[src/rtl/status_led_blink_frame_gen_core_assert.svh]
// assertion macros shared by the status led frame generator
`ifndef STATUS_LED_BLINK_FRAME_GEN_CORE_ASSERT_SVH
`define STATUS_LED_BLINK_FRAME_GEN_CORE_ASSERT_SVH

// same-cycle implication, checked outside reset
`define SLBF_ASSERT_IMP(lbl, clk, rst_n, ante, cons, msg) \
    lbl: assert property (@(posedge clk) disable iff (!rst_n) (ante) |-> (cons)) \
        else $error(msg);

// next-cycle implication, checked outside reset
`define SLBF_ASSERT_NEXT(lbl, clk, rst_n, ante, cons, msg) \
    lbl: assert property (@(posedge clk) disable iff (!rst_n) (ante) |=> (cons)) \
        else $error(msg);

`endif

[src/rtl/slbf_pkg.sv]
// types and constants of the status led frame generator
`timescale 1ns / 1ps

package slbf_pkg;

    localparam int START_BYTES = 4;
    localparam int START_W     = $clog2(START_BYTES);
    localparam int IDX_W       = 3;
    localparam int MODE_W      = 2;
    localparam int COLOR_W     = 4;
    localparam int LEVEL_W     = 5;
    localparam int PHASE_W     = 7;
    localparam int BYTE_W      = 8;
    localparam int CFG_W       = 4;
    localparam int IN_DATA_W   = 16;

    localparam logic [CFG_W-1:0] STRIP_LEN_RST = 4'd5;

    localparam logic CMD_SET  = 1'b0;
    localparam logic CMD_TICK = 1'b1;

    localparam logic [MODE_W-1:0] MODE_OFF   = 2'd0;
    localparam logic [MODE_W-1:0] MODE_ON    = 2'd1;
    localparam logic [MODE_W-1:0] MODE_BLINK = 2'd2;

    localparam logic [COLOR_W-1:0] COLOR_NONE    = 4'd0;
    localparam logic [COLOR_W-1:0] COLOR_RED     = 4'd1;
    localparam logic [COLOR_W-1:0] COLOR_ORANGE  = 4'd2;
    localparam logic [COLOR_W-1:0] COLOR_YELLOW  = 4'd3;
    localparam logic [COLOR_W-1:0] COLOR_GREEN   = 4'd4;
    localparam logic [COLOR_W-1:0] COLOR_AQUA    = 4'd5;
    localparam logic [COLOR_W-1:0] COLOR_BLUE    = 4'd6;
    localparam logic [COLOR_W-1:0] COLOR_MAGENTA = 4'd7;
    localparam logic [COLOR_W-1:0] COLOR_WHITE   = 4'd8;

    localparam logic [PHASE_W-1:0] STEP_WRAP  = 7'h66;
    localparam logic [PHASE_W-1:0] STEP_HALF  = 7'h33;
    localparam logic [BYTE_W-1:0]  HDR_BITS   = 8'hE0;
    localparam logic [BYTE_W-1:0]  FULL_LEVEL = 8'hFF;

    typedef struct packed {
        logic [MODE_W-1:0]  mode;
        logic [COLOR_W-1:0] color;
        logic [LEVEL_W-1:0] level;
        logic [PHASE_W-1:0] phase;
    } t_entry;

    typedef struct packed {
        logic [BYTE_W-1:0] hdr;
        logic [BYTE_W-1:0] blue;
        logic [BYTE_W-1:0] green;
        logic [BYTE_W-1:0] red;
    } t_pix;

endpackage

[src/rtl/slbf_ram.sv]
// generic single-write, single-read ram with registered read data
`timescale 1ns / 1ps

module slbf_ram #(
    parameter int WIDTH = 18,
    parameter int DEPTH = 8
) (
    input  logic                                   i_clk,
    input  logic                                   i_we,
    input  logic [((DEPTH > 1) ? $clog2(DEPTH) : 1)-1:0] i_waddr,
    input  logic [WIDTH-1:0]                       i_wdata,
    input  logic                                   i_re,
    input  logic [((DEPTH > 1) ? $clog2(DEPTH) : 1)-1:0] i_raddr,
    output logic [WIDTH-1:0]                       o_rdata
);

    logic [WIDTH-1:0] mem [DEPTH];
    logic [WIDTH-1:0] r_rdata;

    always_ff @(posedge i_clk) begin
        if (i_we) begin
            mem[i_waddr] <= i_wdata;
        end
        if (i_re) begin
            r_rdata <= mem[i_raddr];
        end
    end

    assign o_rdata = r_rdata;

endmodule

[src/rtl/slbf_pixel.sv]
// per-led blink step update and header/color byte generation
`timescale 1ns / 1ps

module slbf_pixel (
    input  slbf_pkg::t_entry                  i_entry,
    output slbf_pkg::t_pix                    o_pix,
    output logic [slbf_pkg::PHASE_W-1:0]      o_phase
);

    import slbf_pkg::*;

    function automatic t_pix paint(input logic [COLOR_W-1:0] col, input logic [BYTE_W-1:0] v);
        t_pix p;
        p = '0;
        unique case (col)
            COLOR_RED: begin
                p.red = v;
            end
            COLOR_ORANGE: begin
                p.green = {1'b0, v[BYTE_W-1:1]};
                p.red   = v;
            end
            COLOR_YELLOW: begin
                p.green = v;
                p.red   = v;
            end
            COLOR_GREEN: begin
                p.green = v;
            end
            COLOR_AQUA: begin
                p.blue  = v;
                p.green = v;
            end
            COLOR_BLUE: begin
                p.blue = v;
            end
            COLOR_MAGENTA: begin
                p.blue = v;
                p.red  = v;
            end
            COLOR_WHITE: begin
                p.blue  = v;
                p.green = v;
                p.red   = v;
            end
            default: begin
            end
        endcase
        return p;
    endfunction

    logic [PHASE_W-1:0] step;
    logic [PHASE_W-1:0] down;
    logic [PHASE_W+1:0] step5;
    logic [PHASE_W+1:0] down5;
    logic [BYTE_W-1:0]  blink_lvl;
    logic               col_ok;

    always_comb begin
        step = (i_entry.phase < STEP_WRAP) ? PHASE_W'(i_entry.phase + 1'b1) : '0;
        down = PHASE_W'(step - STEP_HALF);
        // times five as shift and add
        step5 = {step, 2'b00} + {2'b00, step};
        down5 = {down, 2'b00} + {2'b00, down};
        blink_lvl = (step < STEP_HALF) ? step5[BYTE_W-1:0] : BYTE_W'(FULL_LEVEL - down5[BYTE_W-1:0]);
        col_ok = (i_entry.color >= COLOR_RED) && (i_entry.color <= COLOR_WHITE);

        o_pix     = '0;
        o_pix.hdr = HDR_BITS;
        o_phase   = i_entry.phase;
        unique case (i_entry.mode)
            MODE_ON: begin
                o_pix     = paint(i_entry.color, FULL_LEVEL);
                o_pix.hdr = HDR_BITS | {3'b000, i_entry.level};
            end
            MODE_BLINK: begin
                o_phase   = step;
                o_pix     = paint(i_entry.color, blink_lvl);
                o_pix.hdr = col_ok ? (HDR_BITS | {3'b000, i_entry.level}) : HDR_BITS;
            end
            default: begin
                // off, and the unused mode code shows as off too
            end
        endcase
    end

endmodule

[src/rtl/status_led_blink_frame_gen_core.sv]
// top level: command decode, frame sequencer and led state memory
`timescale 1ns / 1ps

`include "status_led_blink_frame_gen_core_assert.svh"

// Status LED frame generator. A set-status beat (tuser 0) updates one LED
// entry in the state RAM. A tick beat (tuser 1) emits a whole frame of
// 4 + 4*n + ceil(n/2) bytes, n the driven LED count, into an output register.
// For each LED the state RAM is read, then the entry is computed and written
// back, before its four bytes go out; output stalls hold the frame, and the
// input takes no new beat until the frame is done. The input side accepts
// the next beat as soon as the last end byte sits in the output register.
module status_led_blink_frame_gen_core #(
    parameter int MAX_LEDS = 8
) (
    input  logic                               i_clk,
    input  logic                               i_rst_n,
    // number of driven leds
    input  logic                               i_cfg_valid,
    output logic                               o_cfg_ready,
    input  logic [slbf_pkg::CFG_W-1:0]         i_cfg_data,
    input  logic                               s_axis_tvalid,
    output logic                               s_axis_tready,
    // led_index[2:0], mode[4:3], color[8:5], brightness[13:9], zero pad
    input  logic [slbf_pkg::IN_DATA_W-1:0]     s_axis_tdata,
    // cmd[0]
    input  logic [0:0]                         s_axis_tuser,
    output logic                               m_axis_tvalid,
    input  logic                               m_axis_tready,
    // frame_byte[7:0]
    output logic [slbf_pkg::BYTE_W-1:0]        m_axis_tdata,
    output logic                               m_axis_tlast
);

    import slbf_pkg::*;

    localparam int AW    = (MAX_LEDS > 1) ? $clog2(MAX_LEDS) : 1;
    localparam int CNT_W = $clog2(MAX_LEDS + 1);
    localparam int CTR_W = (CNT_W > START_W) ? CNT_W : START_W;
    localparam int CMP_W = (CNT_W > IDX_W) ? CNT_W : IDX_W;
    localparam int ENT_W = $bits(t_entry);

    typedef enum logic [8:0] {
        ST_IDLE  = 9'b000000001,
        ST_START = 9'b000000010,
        ST_RD    = 9'b000000100,
        ST_CALC  = 9'b000001000,
        ST_HDR   = 9'b000010000,
        ST_BLU   = 9'b000100000,
        ST_GRN   = 9'b001000000,
        ST_RED   = 9'b010000000,
        ST_ENDB  = 9'b100000000
    } t_state;

    t_state               r_state, n_state;
    logic [CFG_W-1:0]     r_led_cnt;
    logic [CTR_W-1:0]     r_cnt, n_cnt;
    logic [CNT_W-1:0]     r_idx, n_idx;
    t_pix                 r_pix, n_pix;
    logic [MAX_LEDS-1:0]  r_valid, n_valid;
    logic                 r_rd_valid, n_rd_valid;
    logic                 r_m_valid, n_m_valid;
    logic [BYTE_W-1:0]    r_m_data, n_m_data;
    logic                 r_m_last, n_m_last;

    logic [CNT_W-1:0]     drv_cnt;
    logic [CNT_W:0]       drv_p1;
    logic [CNT_W-1:0]     end_cnt;

    logic [IDX_W-1:0]     in_idx;
    logic [MODE_W-1:0]    in_mode;
    logic [COLOR_W-1:0]   in_color;
    logic [LEVEL_W-1:0]   in_level;
    logic                 in_acc;
    logic                 adv;

    logic                 ram_we;
    logic [AW-1:0]        ram_waddr;
    t_entry               ram_wdata;
    logic                 ram_re;
    logic [ENT_W-1:0]     ram_rdata;
    t_entry               cur_entry;
    t_pix                 calc_pix;
    logic [PHASE_W-1:0]   calc_phase;

    logic                 emit;
    logic [BYTE_W-1:0]    emit_data;
    logic                 emit_last;

    assign in_idx   = s_axis_tdata[2:0];
    assign in_mode  = s_axis_tdata[4:3];
    assign in_color = s_axis_tdata[8:5];
    assign in_level = s_axis_tdata[13:9];

    assign o_cfg_ready   = 1'b1;
    assign s_axis_tready = (r_state == ST_IDLE);
    assign in_acc        = s_axis_tvalid && s_axis_tready;
    assign adv           = !r_m_valid || m_axis_tready;

    // driven count: zero counts as one, clamp at MAX_LEDS
    always_comb begin
        priority if (r_led_cnt == '0) begin
            drv_cnt = CNT_W'(1);
        end else if (5'(r_led_cnt) > 5'(MAX_LEDS)) begin
            drv_cnt = CNT_W'(MAX_LEDS);
        end else begin
            drv_cnt = CNT_W'(r_led_cnt);
        end
    end

    assign drv_p1  = {1'b0, drv_cnt} + (CNT_W + 1)'(1);
    assign end_cnt = drv_p1[CNT_W:1];

    // entries never written read as the reset state
    assign cur_entry = r_rd_valid ? t_entry'(ram_rdata) : t_entry'('0);

    slbf_ram #(
        .WIDTH (ENT_W),
        .DEPTH (MAX_LEDS)
    ) u_state_ram (
        .i_clk   (i_clk),
        .i_we    (ram_we),
        .i_waddr (ram_waddr),
        .i_wdata (ram_wdata),
        .i_re    (ram_re),
        .i_raddr (r_idx[AW-1:0]),
        .o_rdata (ram_rdata)
    );

    slbf_pixel u_pixel (
        .i_entry (cur_entry),
        .o_pix   (calc_pix),
        .o_phase (calc_phase)
    );

    always_comb begin
        n_state    = r_state;
        n_cnt      = r_cnt;
        n_idx      = r_idx;
        n_pix      = r_pix;
        n_valid    = r_valid;
        n_rd_valid = r_rd_valid;
        n_m_valid  = r_m_valid && !m_axis_tready;
        n_m_data   = r_m_data;
        n_m_last   = r_m_last;
        ram_we     = 1'b0;
        ram_waddr  = r_idx[AW-1:0];
        ram_wdata  = cur_entry;
        ram_re     = 1'b0;
        emit       = 1'b0;
        emit_data  = '0;
        emit_last  = 1'b0;

        unique case (r_state)
            ST_IDLE: begin
                if (in_acc) begin
                    if (s_axis_tuser[0] == CMD_TICK) begin
                        n_cnt   = '0;
                        n_state = ST_START;
                    end else if (CMP_W'(in_idx) < CMP_W'(drv_cnt)) begin
                        ram_we          = 1'b1;
                        ram_waddr       = AW'(in_idx);
                        ram_wdata.mode  = in_mode;
                        ram_wdata.color = in_color;
                        ram_wdata.level = in_level;
                        ram_wdata.phase = '0;
                        n_valid[AW'(in_idx)] = 1'b1;
                    end
                end
            end
            ST_START: begin
                if (adv) begin
                    emit = 1'b1;
                    if (r_cnt == CTR_W'(START_BYTES - 1)) begin
                        n_cnt   = '0;
                        n_idx   = '0;
                        n_state = ST_RD;
                    end else begin
                        n_cnt = CTR_W'(r_cnt + 1'b1);
                    end
                end
            end
            ST_RD: begin
                ram_re     = 1'b1;
                n_rd_valid = r_valid[r_idx[AW-1:0]];
                n_state    = ST_CALC;
            end
            ST_CALC: begin
                // write the advanced blink step back, bytes go to r_pix
                n_pix           = calc_pix;
                ram_we          = 1'b1;
                ram_wdata.phase = calc_phase;
                n_valid[r_idx[AW-1:0]] = 1'b1;
                n_state         = ST_HDR;
            end
            ST_HDR: begin
                if (adv) begin
                    emit      = 1'b1;
                    emit_data = r_pix.hdr;
                    n_state   = ST_BLU;
                end
            end
            ST_BLU: begin
                if (adv) begin
                    emit      = 1'b1;
                    emit_data = r_pix.blue;
                    n_state   = ST_GRN;
                end
            end
            ST_GRN: begin
                if (adv) begin
                    emit      = 1'b1;
                    emit_data = r_pix.green;
                    n_state   = ST_RED;
                end
            end
            ST_RED: begin
                if (adv) begin
                    emit      = 1'b1;
                    emit_data = r_pix.red;
                    if (r_idx == CNT_W'(drv_cnt - 1'b1)) begin
                        n_cnt   = '0;
                        n_state = ST_ENDB;
                    end else begin
                        n_idx   = CNT_W'(r_idx + 1'b1);
                        n_state = ST_RD;
                    end
                end
            end
            ST_ENDB: begin
                if (adv) begin
                    emit = 1'b1;
                    if (r_cnt == CTR_W'(CTR_W'(end_cnt) - CTR_W'(1))) begin
                        emit_last = 1'b1;
                        n_state   = ST_IDLE;
                    end else begin
                        n_cnt = CTR_W'(r_cnt + 1'b1);
                    end
                end
            end
            default: begin
                n_state = ST_IDLE;
            end
        endcase

        if (emit) begin
            n_m_valid = 1'b1;
            n_m_data  = emit_data;
            n_m_last  = emit_last;
        end
    end

    always_ff @(posedge i_clk) begin
        if (!i_rst_n) begin
            r_state    <= ST_IDLE;
            r_led_cnt  <= STRIP_LEN_RST;
            r_cnt      <= '0;
            r_idx      <= '0;
            r_valid    <= '0;
            r_rd_valid <= 1'b0;
            r_m_valid  <= 1'b0;
        end else begin
            r_state    <= n_state;
            r_cnt      <= n_cnt;
            r_idx      <= n_idx;
            r_valid    <= n_valid;
            r_rd_valid <= n_rd_valid;
            r_m_valid  <= n_m_valid;
            if (i_cfg_valid && o_cfg_ready) begin
                r_led_cnt <= i_cfg_data;
            end
        end
    end

    always_ff @(posedge i_clk) begin
        r_pix    <= n_pix;
        r_m_data <= n_m_data;
        r_m_last <= n_m_last;
    end

    assign m_axis_tvalid = r_m_valid;
    assign m_axis_tdata  = r_m_data;
    assign m_axis_tlast  = r_m_last;

    `SLBF_ASSERT_IMP(a_last_is_end_byte, i_clk, i_rst_n, m_axis_tvalid && m_axis_tlast, m_axis_tdata == '0, "last beat carries a nonzero byte")
    `SLBF_ASSERT_IMP(a_wb_phase_range, i_clk, i_rst_n, ram_we && (r_state == ST_CALC), ram_wdata.phase <= STEP_WRAP, "blink step written back out of range")
    `SLBF_ASSERT_IMP(a_led_idx_range, i_clk, i_rst_n, (r_state != ST_IDLE) && (r_state != ST_START) && (r_state != ST_ENDB), r_idx < drv_cnt, "led walk beyond driven count")
    `SLBF_ASSERT_NEXT(a_tick_starts_frame, i_clk, i_rst_n, in_acc && (s_axis_tuser[0] == CMD_TICK), (r_state == ST_START) && !s_axis_tready, "tick did not start a frame")

endmodule

[config.mk]
export PLATFORM = sky130hd
export DESIGN_NAME = status_led_blink_frame_gen_core
export DESIGN_NICKNAME = d
export VERILOG_FILES = /design/src/rtl/slbf_pkg.sv /design/src/rtl/slbf_ram.sv /design/src/rtl/slbf_pixel.sv /design/src/rtl/status_led_blink_frame_gen_core.sv
export VERILOG_INCLUDE_DIRS = /design/src /design/src/rtl
export SDC_FILE = /design/constraint.sdc
export NUM_CORES = 1
export LEC_CHECK = 0
export ABC_AREA = 1
export BUFFER_PORTS_ARGS = -buffer_cell sky130_fd_sc_hd__buf_4
export CORE_MARGIN = 4
export CORE_UTILIZATION = 35
export DETAILED_ROUTE_END_ITERATION = 16
export PLACE_DENSITY = 0.56
export REMOVE_ABC_BUFFERS = 1
export SLEW_MARGIN = 20
export SYNTH_ARGS = -nofsm -noshare
export SYNTH_HDL_FRONTEND = slang
export SYNTH_SLANG_ARGS = --single-unit
[constraint.sdc]
create_clock -name i_clk -period 8 [get_ports i_clk]
set_clock_uncertainty 0.1 [all_clocks]
set_input_delay 1.6 -clock i_clk [delete_from_list [all_inputs] [get_ports i_clk]]
set_output_delay 1.6 -clock i_clk [all_outputs]
set_load 0.05 [all_outputs]
==> results of run 1 <==
critical path, stage by stage:
cell and delay [ns]:
buf_4 0.13, ha_1 0.27, o21ai_0 0.07, nand2_1 0.07, a21oi_1 0.16, o21ai_2 0.06, buf_4 0.25, nand2_1 0.42
nand2_1 0.24, nor3_2 0.52, buf_4 0.37
stage by stage:
stage / utilization (%) / total power, mW
after floorplan: - / 1.74
after detailed placement: 38.5 / 1.87
after CTS: 41.0 / 2.93
after global placement: 38.5 / 1.86
final: 41.0 / 2.91
after global routing: 41.0 / 3.02
cells by family (layout without fill, tap and decap cells):
family                     count (synthesis)  count (layout)  synth area share [%]
AOI/OAI and AO/OA                        189             189                  11.3
xor gates and xnor gates                  14              14                  1.21
adders and majority gates                 21              21                  2.51
buffers and inverters                    161             223                  5.95
DFF                                      231             231                  61.6
other                                      1               1                0.0349
and+or+nand+nor                          396             396                  17.3
path summary, 6_finish.rpt:
| kind | to | cells after the start | start |
|---|---|---|---|
| setup / recovery | u_state_ram.mem[1][1] | 11 | s_axis_tdata[1] |
| setup reg to reg | r_pix[7] | 24 | r_rd_valid |
| hold reg to reg | r_valid[0] | 2 | r_valid[0] |
| hold / removal | r_valid[0] | 2 | r_valid[0] |
cell usage in the layout (no fill, tap or decap), drive strengths merged, types with 20 or more instances in the layout:
cell and count:
dfxtp 31, buf 49, nand2 219, nand4 29, nand3 48, clkbuf 28, ha 20, a22oi 21
edfxtp 200, a21oi 51, o21ai 60, inv 129, nor3 22, nor2 66
synthesized netlist by cell type (all sizes together) (2+ instances only):
library cell and n:
o21bai 2, o22ai 4, o21ai 60, xnor2 7, a21oi 51, a31oi 7
or2 3, nand2 219, edfxtp 200, a221oi 18, a41oi 5, nor2 66
xor2 7, nor4 5, a22oi 21, o211ai 3, nor3b 4, clkbuf 19
a22o 11, nor3 22, inv 129, a211oi 3, nand3 48, dfxtp 31
ha 20, nand4 29, buf 12
sequential cells by signal, summed over array words and instances, names as in the netlist:
register	count
u_state_ram.mem	144
m_axis_tvalid	1
r_cnt	4
r_pix	29
m_axis_tdata	8
m_axis_tlast	1
r_valid	8
r_led_cnt	4
r_state	9
r_idx	4
r_rd_valid	1
u_state_ram.o_rdata	18
area by class of cell:
type	count	area, um2
inverters	130	498
well taps	390	488
clock inverters	16	126
fillers	2857	17700
multi-input cells	621	3540
clock buffers	28	626
flip-flops and latches	231	6630
repair buffers	49	368
report_power, final:
group,internal [mW],switching [mW],total (mW)
clock,0.595,0.467,1.06
sequential,1.37,0.0246,1.39
combinational,0.126,0.327,0.453
total,2.09,0.819,2.91
routing by layer:
metal,vias to the layer above,global-route usage (%),share of wire (%)
li1,3662,-,-
met1,3498,21.7,48
met2,173,24.6,46
met3,25,2.06,4.7
met4,0,2.77,1.5
met5,-,0,0
==> flow_summary_export.csv, run 1 <==
group,metric,value,unit
sta,fmax,245,MHz
synthesis,ys.flop_type,"edfxtp_1",
power,power_leakage,4.67,nW
synthesis,synth_top_area_share,55.9,%
job,cap_violations,0,
critical_path,required,8.12,ns
synthesis,yosysTopAreaCell,"edfxtp_1",
floorplan,core,30000,um2
placement,place_ws,3.36,ns
sta,rsz0062_at_grt,"no",
placement,dp.cells,1421,
critical_path,startpoint_type,"input port",
route,viasPerCell,5.02,
clock_network,cts_buffers,24,
clock_network,path_clk_slew,0.07,ns
synthesis,yosysSeqAreaShare,61.6,%
synthesis,synth_area,10800,um2
sta,finalCritPeriodShare,51.0,%
synthesis,async_reset_ff_share,0,%
sta,tightest_slew,1.10,ns
clock_network,postCtsSetupRepairBufs,0,
synthesis,synth.distinct_cells,56,
route,finalWirelength,25.7,mm
clock_network,clkLatencyLatePin,0.53,ns
final_layout,finalNonFillerCells,1465,
placement,hpwlAfterDp,16.2,mm
global_route,track_usage,15.0,%
sta,maxSlewHeadroom,25.7,%
sta,fin_crit,4.08,ns
synthesis,synth-edff-count,200,
floorplan,start_util,35.9,%
sta,holdWs,0.355,ns
global_route,grt_pass1_wl,39.9,mm
route,final_antenna_net_count,0,
global_route,grt.overflow.total,0,
critical_path,critPathArrivalTime,4.19,ns
floorplan,io_pins,38,
clock_network,cts_num_sinks,231,
route,vias,7358,
clock_network,root_buffer,"clkbuf_16",
critical_path,crit_type,"input port to flop",
floorplan,fp-row-count,63,
floorplan,die_h,183,um
synthesis,synth-seq-cells,231,
min_path,min_path_type,"flop to flop",
placement,placed_cell_area,11500,um2
synthesis,ys_warn_count,0,
route,drc,0,
clock_network,h-tree-depth,1,
placement,gp_congestion,0.821,
clock_network,cts_resized,0,
synthesis,synth_cells,1013,
route,wl_per_cell,17.6,um
critical_path,cp-end-kind,"flop",
final_layout,design_area,12300,um2
placement,portBuffers,34,
sta,setup_ws,3.92,ns
clock_network,hold_buffers,0,
synthesis,syn_avg_cell_area,10.6,um2
clock_network,ctsLongestPathBuffers,3,
floorplan,die_w,183,um
power,peakVddDrop,0.148,mV
sta,hold_viol,0,
synthesis,synth_area_leaders,"edfxtp_1, nand2_1, dfxtp_1",
critical_path,cp_max_fo,30,
global_route,grt_pass1_vias,7030,
global_route,grt_max_degree,37,
final_layout,synthToLayoutAreaGrowth,14.2,%
sta,slew_violations,0,
final_layout,antenna_cells,0,
clock_network,cts_tree,"done",
sta,setup_viol,0,
final_layout,drive_above_1_share,14.8,%
route,drt_pass1_iterations,5,
floorplan,die_area,33600,um2
final_layout,layout.nets,1104,
sta,fin_setup_tns,0,ns
critical_path,r2r_setup_slack,4.16,ns
global_route,antenna_found_initial,0,
route,drt_iter0_markers,633,
power,p_per_area,237,nW/um2
status,run_status,"finished, final reports clean",
(Power assumes the default switching activity.)
==> run 2: changes to the inputs <==
clock period = 3.86 ns   (was 8 ns; I/O delays follow)
==> flow_summary_export.csv, run 2 (synthesized netlist as in run 1, its figures left out) <==
group,metric,value,unit
final_layout,synthToLayoutAreaGrowth,15.9,%
global_route,grt.overflow.total,0,
power,power.switching,1.68,mW
critical_path,startpoint_type,"flop",
clock_network,h-tree-depth,1,
route,final_antenna_net_count,0,
sta,tightest_slew,1.10,ns
clock_network,cts_num_sinks,231,
placement,portBuffers,34,
power,fin_total_pwr,6.08,mW
clock_network,path_clk_slew,0.06,ns
clock_network,cts_tree,"done",
sta,hold_viol,0,
global_route,grt_pass1_vias,7212,
critical_path,cp_max_fo,14,
final_layout,post-route-util,41.6,%
power,internal-power,4.40,mW
clock_network,root_buffer,"clkbuf_16",
final_layout,layout_common_cells,"nand2_1, edfxtp_1, inv_1, buf_4, nor2_1",
global_route,antenna_found_initial,0,
floorplan,io_pins,38,
clock_network,postCtsSetupRepairBufs,0,
floorplan,die_h,183,um
global_route,track_usage,15.3,%
sta,fin_crit,3.52,ns
sta,setup_viol,0,
global_route,grt_pass1_wl,40.6,mm
route,finalWirelength,26.3,mm
final_layout,largest_register_ffs,144,
job,cap_violations,0,
critical_path,critPathArrivalTime,3.67,ns
power,p_per_area,488,nW/um2
sta,rsz0062_at_grt,"no",
power,power_leakage,4.78,nW
min_path,min_path_type,"flop to flop",
power,comb_power_share,15.6,%
critical_path,cp-end-kind,"flop",
final_layout,final_common_cell,"nand2_1",
clock_network,cts_buffers,25,
floorplan,die_w,183,um
clock_network,clkLatencyLatePin,0.54,ns
route,drt_iter0_markers,605,
sta,maxSlewHeadroom,26.8,%
sta,finalCritPeriodShare,91.1,%
route,wl_per_cell,17.7,um
route,viasPerCell,5.07,
power,switching_share,27.6,%
route,vias,7520,
global_route,grt_max_degree,36,
floorplan,die_area,33600,um2
floorplan,fp-row-count,63,
placement,gp_congestion,0.816,
placement,hpwlAfterDp,17.2,mm
final_layout,antenna_cells,0,
power,clkPwrFrac,37.0,%
route,drt_pass1_iterations,5,
final_layout,layout.nets,1123,
status,run_status,"finished, final reports clean",
sta,slew_violations,0,
sta,fmax,284,MHz
final_layout,drive_above_1_share,16.0,%
power,peakVddDrop,0.294,mV
critical_path,crit_type,"flop to flop",
route,drc,0,
floorplan,start_util,35.9,%
critical_path,required,4.01,ns
floorplan,core,30000,um2
clock_network,ctsLongestPathBuffers,3,
power,p_seq_share,47.4,%
final_layout,top_register,"u_state_ram.mem",
## run 2: path summary, 6_finish.rpt
path,startpoint,end,slack (ns),depth (start not counted)
max reg2reg,r_rd_valid,r_pix[7],0.34,23
max,r_rd_valid,r_pix[7],0.34,23
min reg2reg,r_valid[5],r_valid[5],0.35,2
min,r_valid[5],r_valid[5],0.35,2
## run 2: worst max-delay path: stages, from the launching register on
cell	delay, ns
dfxtp_2	0.40
nand2_1	0.19
nand3_2	0.13
nand2_4	0.08
inv_2	0.07
nor2_1	0.36
ha_1	0.28
nand3_1	0.11
nand2_1	0.12
inv_1	0.06
ha_1	0.32
nand2_1	0.07
nand3_1	0.12
nand2_1	0.08
nand3_1	0.09
nand3_1	0.10
nand2_1	0.09
nand2_1	0.05
nand2_1	0.05
nand3_1	0.10
nand2_1	0.09
nand2_1	0.05
nand2_1	0.10
nor2_1	0.05
## run 2: layout make-up
| class | count | area, um2 |
|---|---|---|
| fill | 2903 | 17500 |
| clock buffer | 36 | 687 |
| inverter | 130 | 498 |
| sequential | 231 | 6630 |
| timing repair buffer | 67 | 541 |
| clock inverter | 7 | 75.1 |
| multi-input combinational | 621 | 3540 |
| tap | 390 | 488 |
## run 2: power groups by stage
| stage | logic (mW) | registers [mW] | clock network [mW] |
|---|---|---|---|
| after global placement | 0.933 | 2.93 | 0 |
| after floorplan | 0.604 | 3.00 | 0 |
| final | 0.946 | 2.88 | 2.25 |
| after CTS | 0.952 | 2.88 | 2.31 |
| after global routing | 1.05 | 2.89 | 2.42 |
| after detailed placement | 0.949 | 2.93 | 0 |
## run 2: repair_timing
action,CTS,global route
endpoints found under the setup margin,0,8
endpoints found under the hold margin,0,0
hold buffers,0,0
resized for setup,0,1
## run 2: through the flow
step	hold WS, ns	worst slack, ns	setup TNS, ns	instances	area (um2)
floorplan	0.331	-0.562	-38.52	982	10600
global placement	0.340	0.231	0	1439	11700
detailed placement	0.342	0.198	0	1439	11700
CTS	0.334	0.172	0	1482	12500
global route	0.349	0.0217	0	1482	12500
finish	0.351	0.344	0	1482	12500
## run 2: per-layer routing
metal | part of all wire, % | wire (um) | vias up | global-route usage [%]
met1 | 48 | 12500 | 3615 | 21.8
met3 | 4.3 | 1120 | 41 | 2.24
met4 | 2.1 | 539 | 0 | 3.81
met2 | 46 | 12100 | 162 | 24.9
li1 | - | - | 3702 | -
met5 | 0 | 0 | - | 0
==> run 3: changes to the inputs <==
CTS_BUF_LIST = sky130_fd_sc_hd__clkbuf_4 sky130_fd_sc_hd__clkbuf_8   (was not set)
PLACE_DENSITY = not set   (was 0.56)
==> flow_summary_export.csv, run 3 (synthesized netlist as in run 1, its figures left out) <==
group,metric,value,unit
sta,finalCritPeriodShare,89.4,%
power,power_leakage,4.82,nW
power,internal-power,4.25,mW
route,wl_per_cell,16.9,um
final_layout,post-route-util,41.6,%
power,clkPwrFrac,35.6,%
global_route,track_usage,15.1,%
global_route,antenna_found_initial,0,
final_layout,layout.nets,1139,
power,switching_share,28.5,%
floorplan,die_h,183,um
route,drt_iter0_markers,687,
sta,slew_violations,0,
floorplan,die_w,183,um
critical_path,critPathArrivalTime,3.61,ns
power,p_per_area,477,nW/um2
route,final_antenna_net_count,0,
clock_network,cts_tree,"done",
power,fin_total_pwr,5.95,mW
sta,maxSlewHeadroom,30.2,%
critical_path,worst_path_dominant_cell_family,"simple AND/OR/NAND/NOR gates",
floorplan,start_util,35.9,%
floorplan,die_area,33600,um2
sta,rsz0062_at_grt,"no",
clock_network,clkLatencyLatePin,0.54,ns
status,run_status,"finished, final reports clean",
route,drt_pass1_iterations,5,
route,finalWirelength,25.5,mm
placement,hpwlAfterDp,16.5,mm
clock_network,path_clk_slew,0.06,ns
power,p_seq_share,48.5,%
critical_path,required,4.02,ns
power,comb_power_share,15.9,%
critical_path,critPathMaxStageDelay,0.42,ns
critical_path,cp_max_fo,5,
final_layout,final_common_cell,"nand2_1",
sta,tightest_slew,1.04,ns
clock_network,cts_num_sinks,231,
clock_network,h-tree-depth,2,
critical_path,cp-end-kind,"flop",
critical_path,crit_chain,"nand2_1, inv_1, ha_1, inv_1, nor2_2, ha_1, nand3_1, nand2_1, inv_1, ha_1, nand2_1, nand3_1, nand2_1, nand3_1, nand3_1, nand2_1, nand2_1, nand2_1, nand3_1, nand2_1, nand2_1, nand2_1, nor2_1",
critical_path,cp.buffers_inverters,3,
floorplan,io_pins,38,
global_route,grt_pass1_vias,7271,
global_route,grt.overflow.total,0,
global_route,grt_pass1_wl,40.2,mm
global_route,grt_max_degree,37,
final_layout,largest_register_ffs,144,
power,power.switching,1.69,mW
final_layout,synthToLayoutAreaGrowth,15.9,%
sta,fin_crit,3.45,ns
clock_network,root_buffer,"clkbuf_8",
clock_network,hold_buffers,0,
critical_path,startpoint_type,"flop",
placement,portBuffers,34,
floorplan,fp-row-count,63,
final_layout,antenna_cells,0,
sta,setup_ws,0.411,ns
sta,holdWs,0.343,ns
route,viasPerCell,5.01,
sta,setup_viol,0,
critical_path,crit_type,"flop to flop",
sta,hold_viol,0,
final_layout,top_register,"u_state_ram.mem",
final_layout,layout_common_cells,"nand2_1, edfxtp_1, inv_1, buf_4, nor2_1",
critical_path,worst_path_most_repeated_cell,"nand2_1",
placement,place_ws,0.243,ns
min_path,min_path_type,"input port to flop",
critical_path,cpMaxStageDelayCell,"edfxtp_1",
job,cap_violations,0,
final_layout,drive_above_1_share,18.7,%
power,peakVddDrop,0.257,mV
clock_network,cts_buffers,38,
sta,fmax,290,MHz
final_layout,fill_cells,2924,
route,drc,0,
floorplan,core,30000,um2
route,vias,7543,
clock_network,ctsLongestPathBuffers,3,
placement,gp_congestion,0.814,
run 3: cell count changes in the layout (fill, tap and decap cells not counted), sizes merged:
| cell | delta |
|---|---|
| clkinvlp | +1 |
| buf | +3 |
| clkinv | +4 |
| clkbuf | +17 |
run 3: metal layers:
layer  routed length (um)  vias to the layer above  GRT usage (%)
li1                     -                     3745              -
met4                  405                        0           4.05
met3                 1390                       32           2.48
met2                11600                      186           23.9
met5                    0                        -              0
met1                12100                     3580           21.7
run 3: area by class of cell:
type | count | area, um2 | share of cell area (%)
Clock buffer | 53 | 642 | 5.15
Inverter | 130 | 498 | 4.00
Clock inverter | 12 | 96.3 | 0.773
Timing Repair Buffer | 70 | 563 | 4.52
Tap cell | 390 | 488 | 3.92
Sequential cell | 231 | 6630 | 53.2
Multi-Input combinational cell | 621 | 3550 | 28.5
run 3: power by group through the flow:
stage               Combinational [mW]  Clock [mW]  Sequential, mW
floorplan                        0.604           0            3.00
global placement                 0.931           0            2.93
detailed placement               0.947           0            2.93
CTS                              0.948        2.16            2.88
global route                      1.05        2.29            2.89
finish                           0.947        2.12            2.88
run 3: through the flow:
step                cells  instance area (um2)  setup TNS [ns]
floorplan             982                10600          -38.52
global placement     1442                11700               0
detailed placement   1442                11700               0
CTS                  1507                12500               0
global route         1507                12500               0
finish               1507                12500               0
run 3: worst paths after layout:
| path | from | to | slack, ns | cells after the start |
|---|---|---|---|---|
| worst min-delay path | i_cfg_data[2] | r_led_cnt[2] | 0.34 | 3 |
| worst max-delay path | u_state_ram.o_rdata[0] | r_pix[7] | 0.41 | 23 |
| worst min register to register | r_valid[4] | r_valid[4] | 0.36 | 2 |
| worst max register to register | u_state_ram.o_rdata[0] | r_pix[7] | 0.41 | 23 |
run 3: worst min-delay path, delay by kind of cell:
family | cells | cell delay [ns]
buf+inv | 1 | 0.07
simple gates | 2 | 0.10
run 3: repair_timing:
action	4_1_cts	5_1_grt
setup buffers	0	0
resized for setup	0	3
endpoints found under the setup margin	0	5
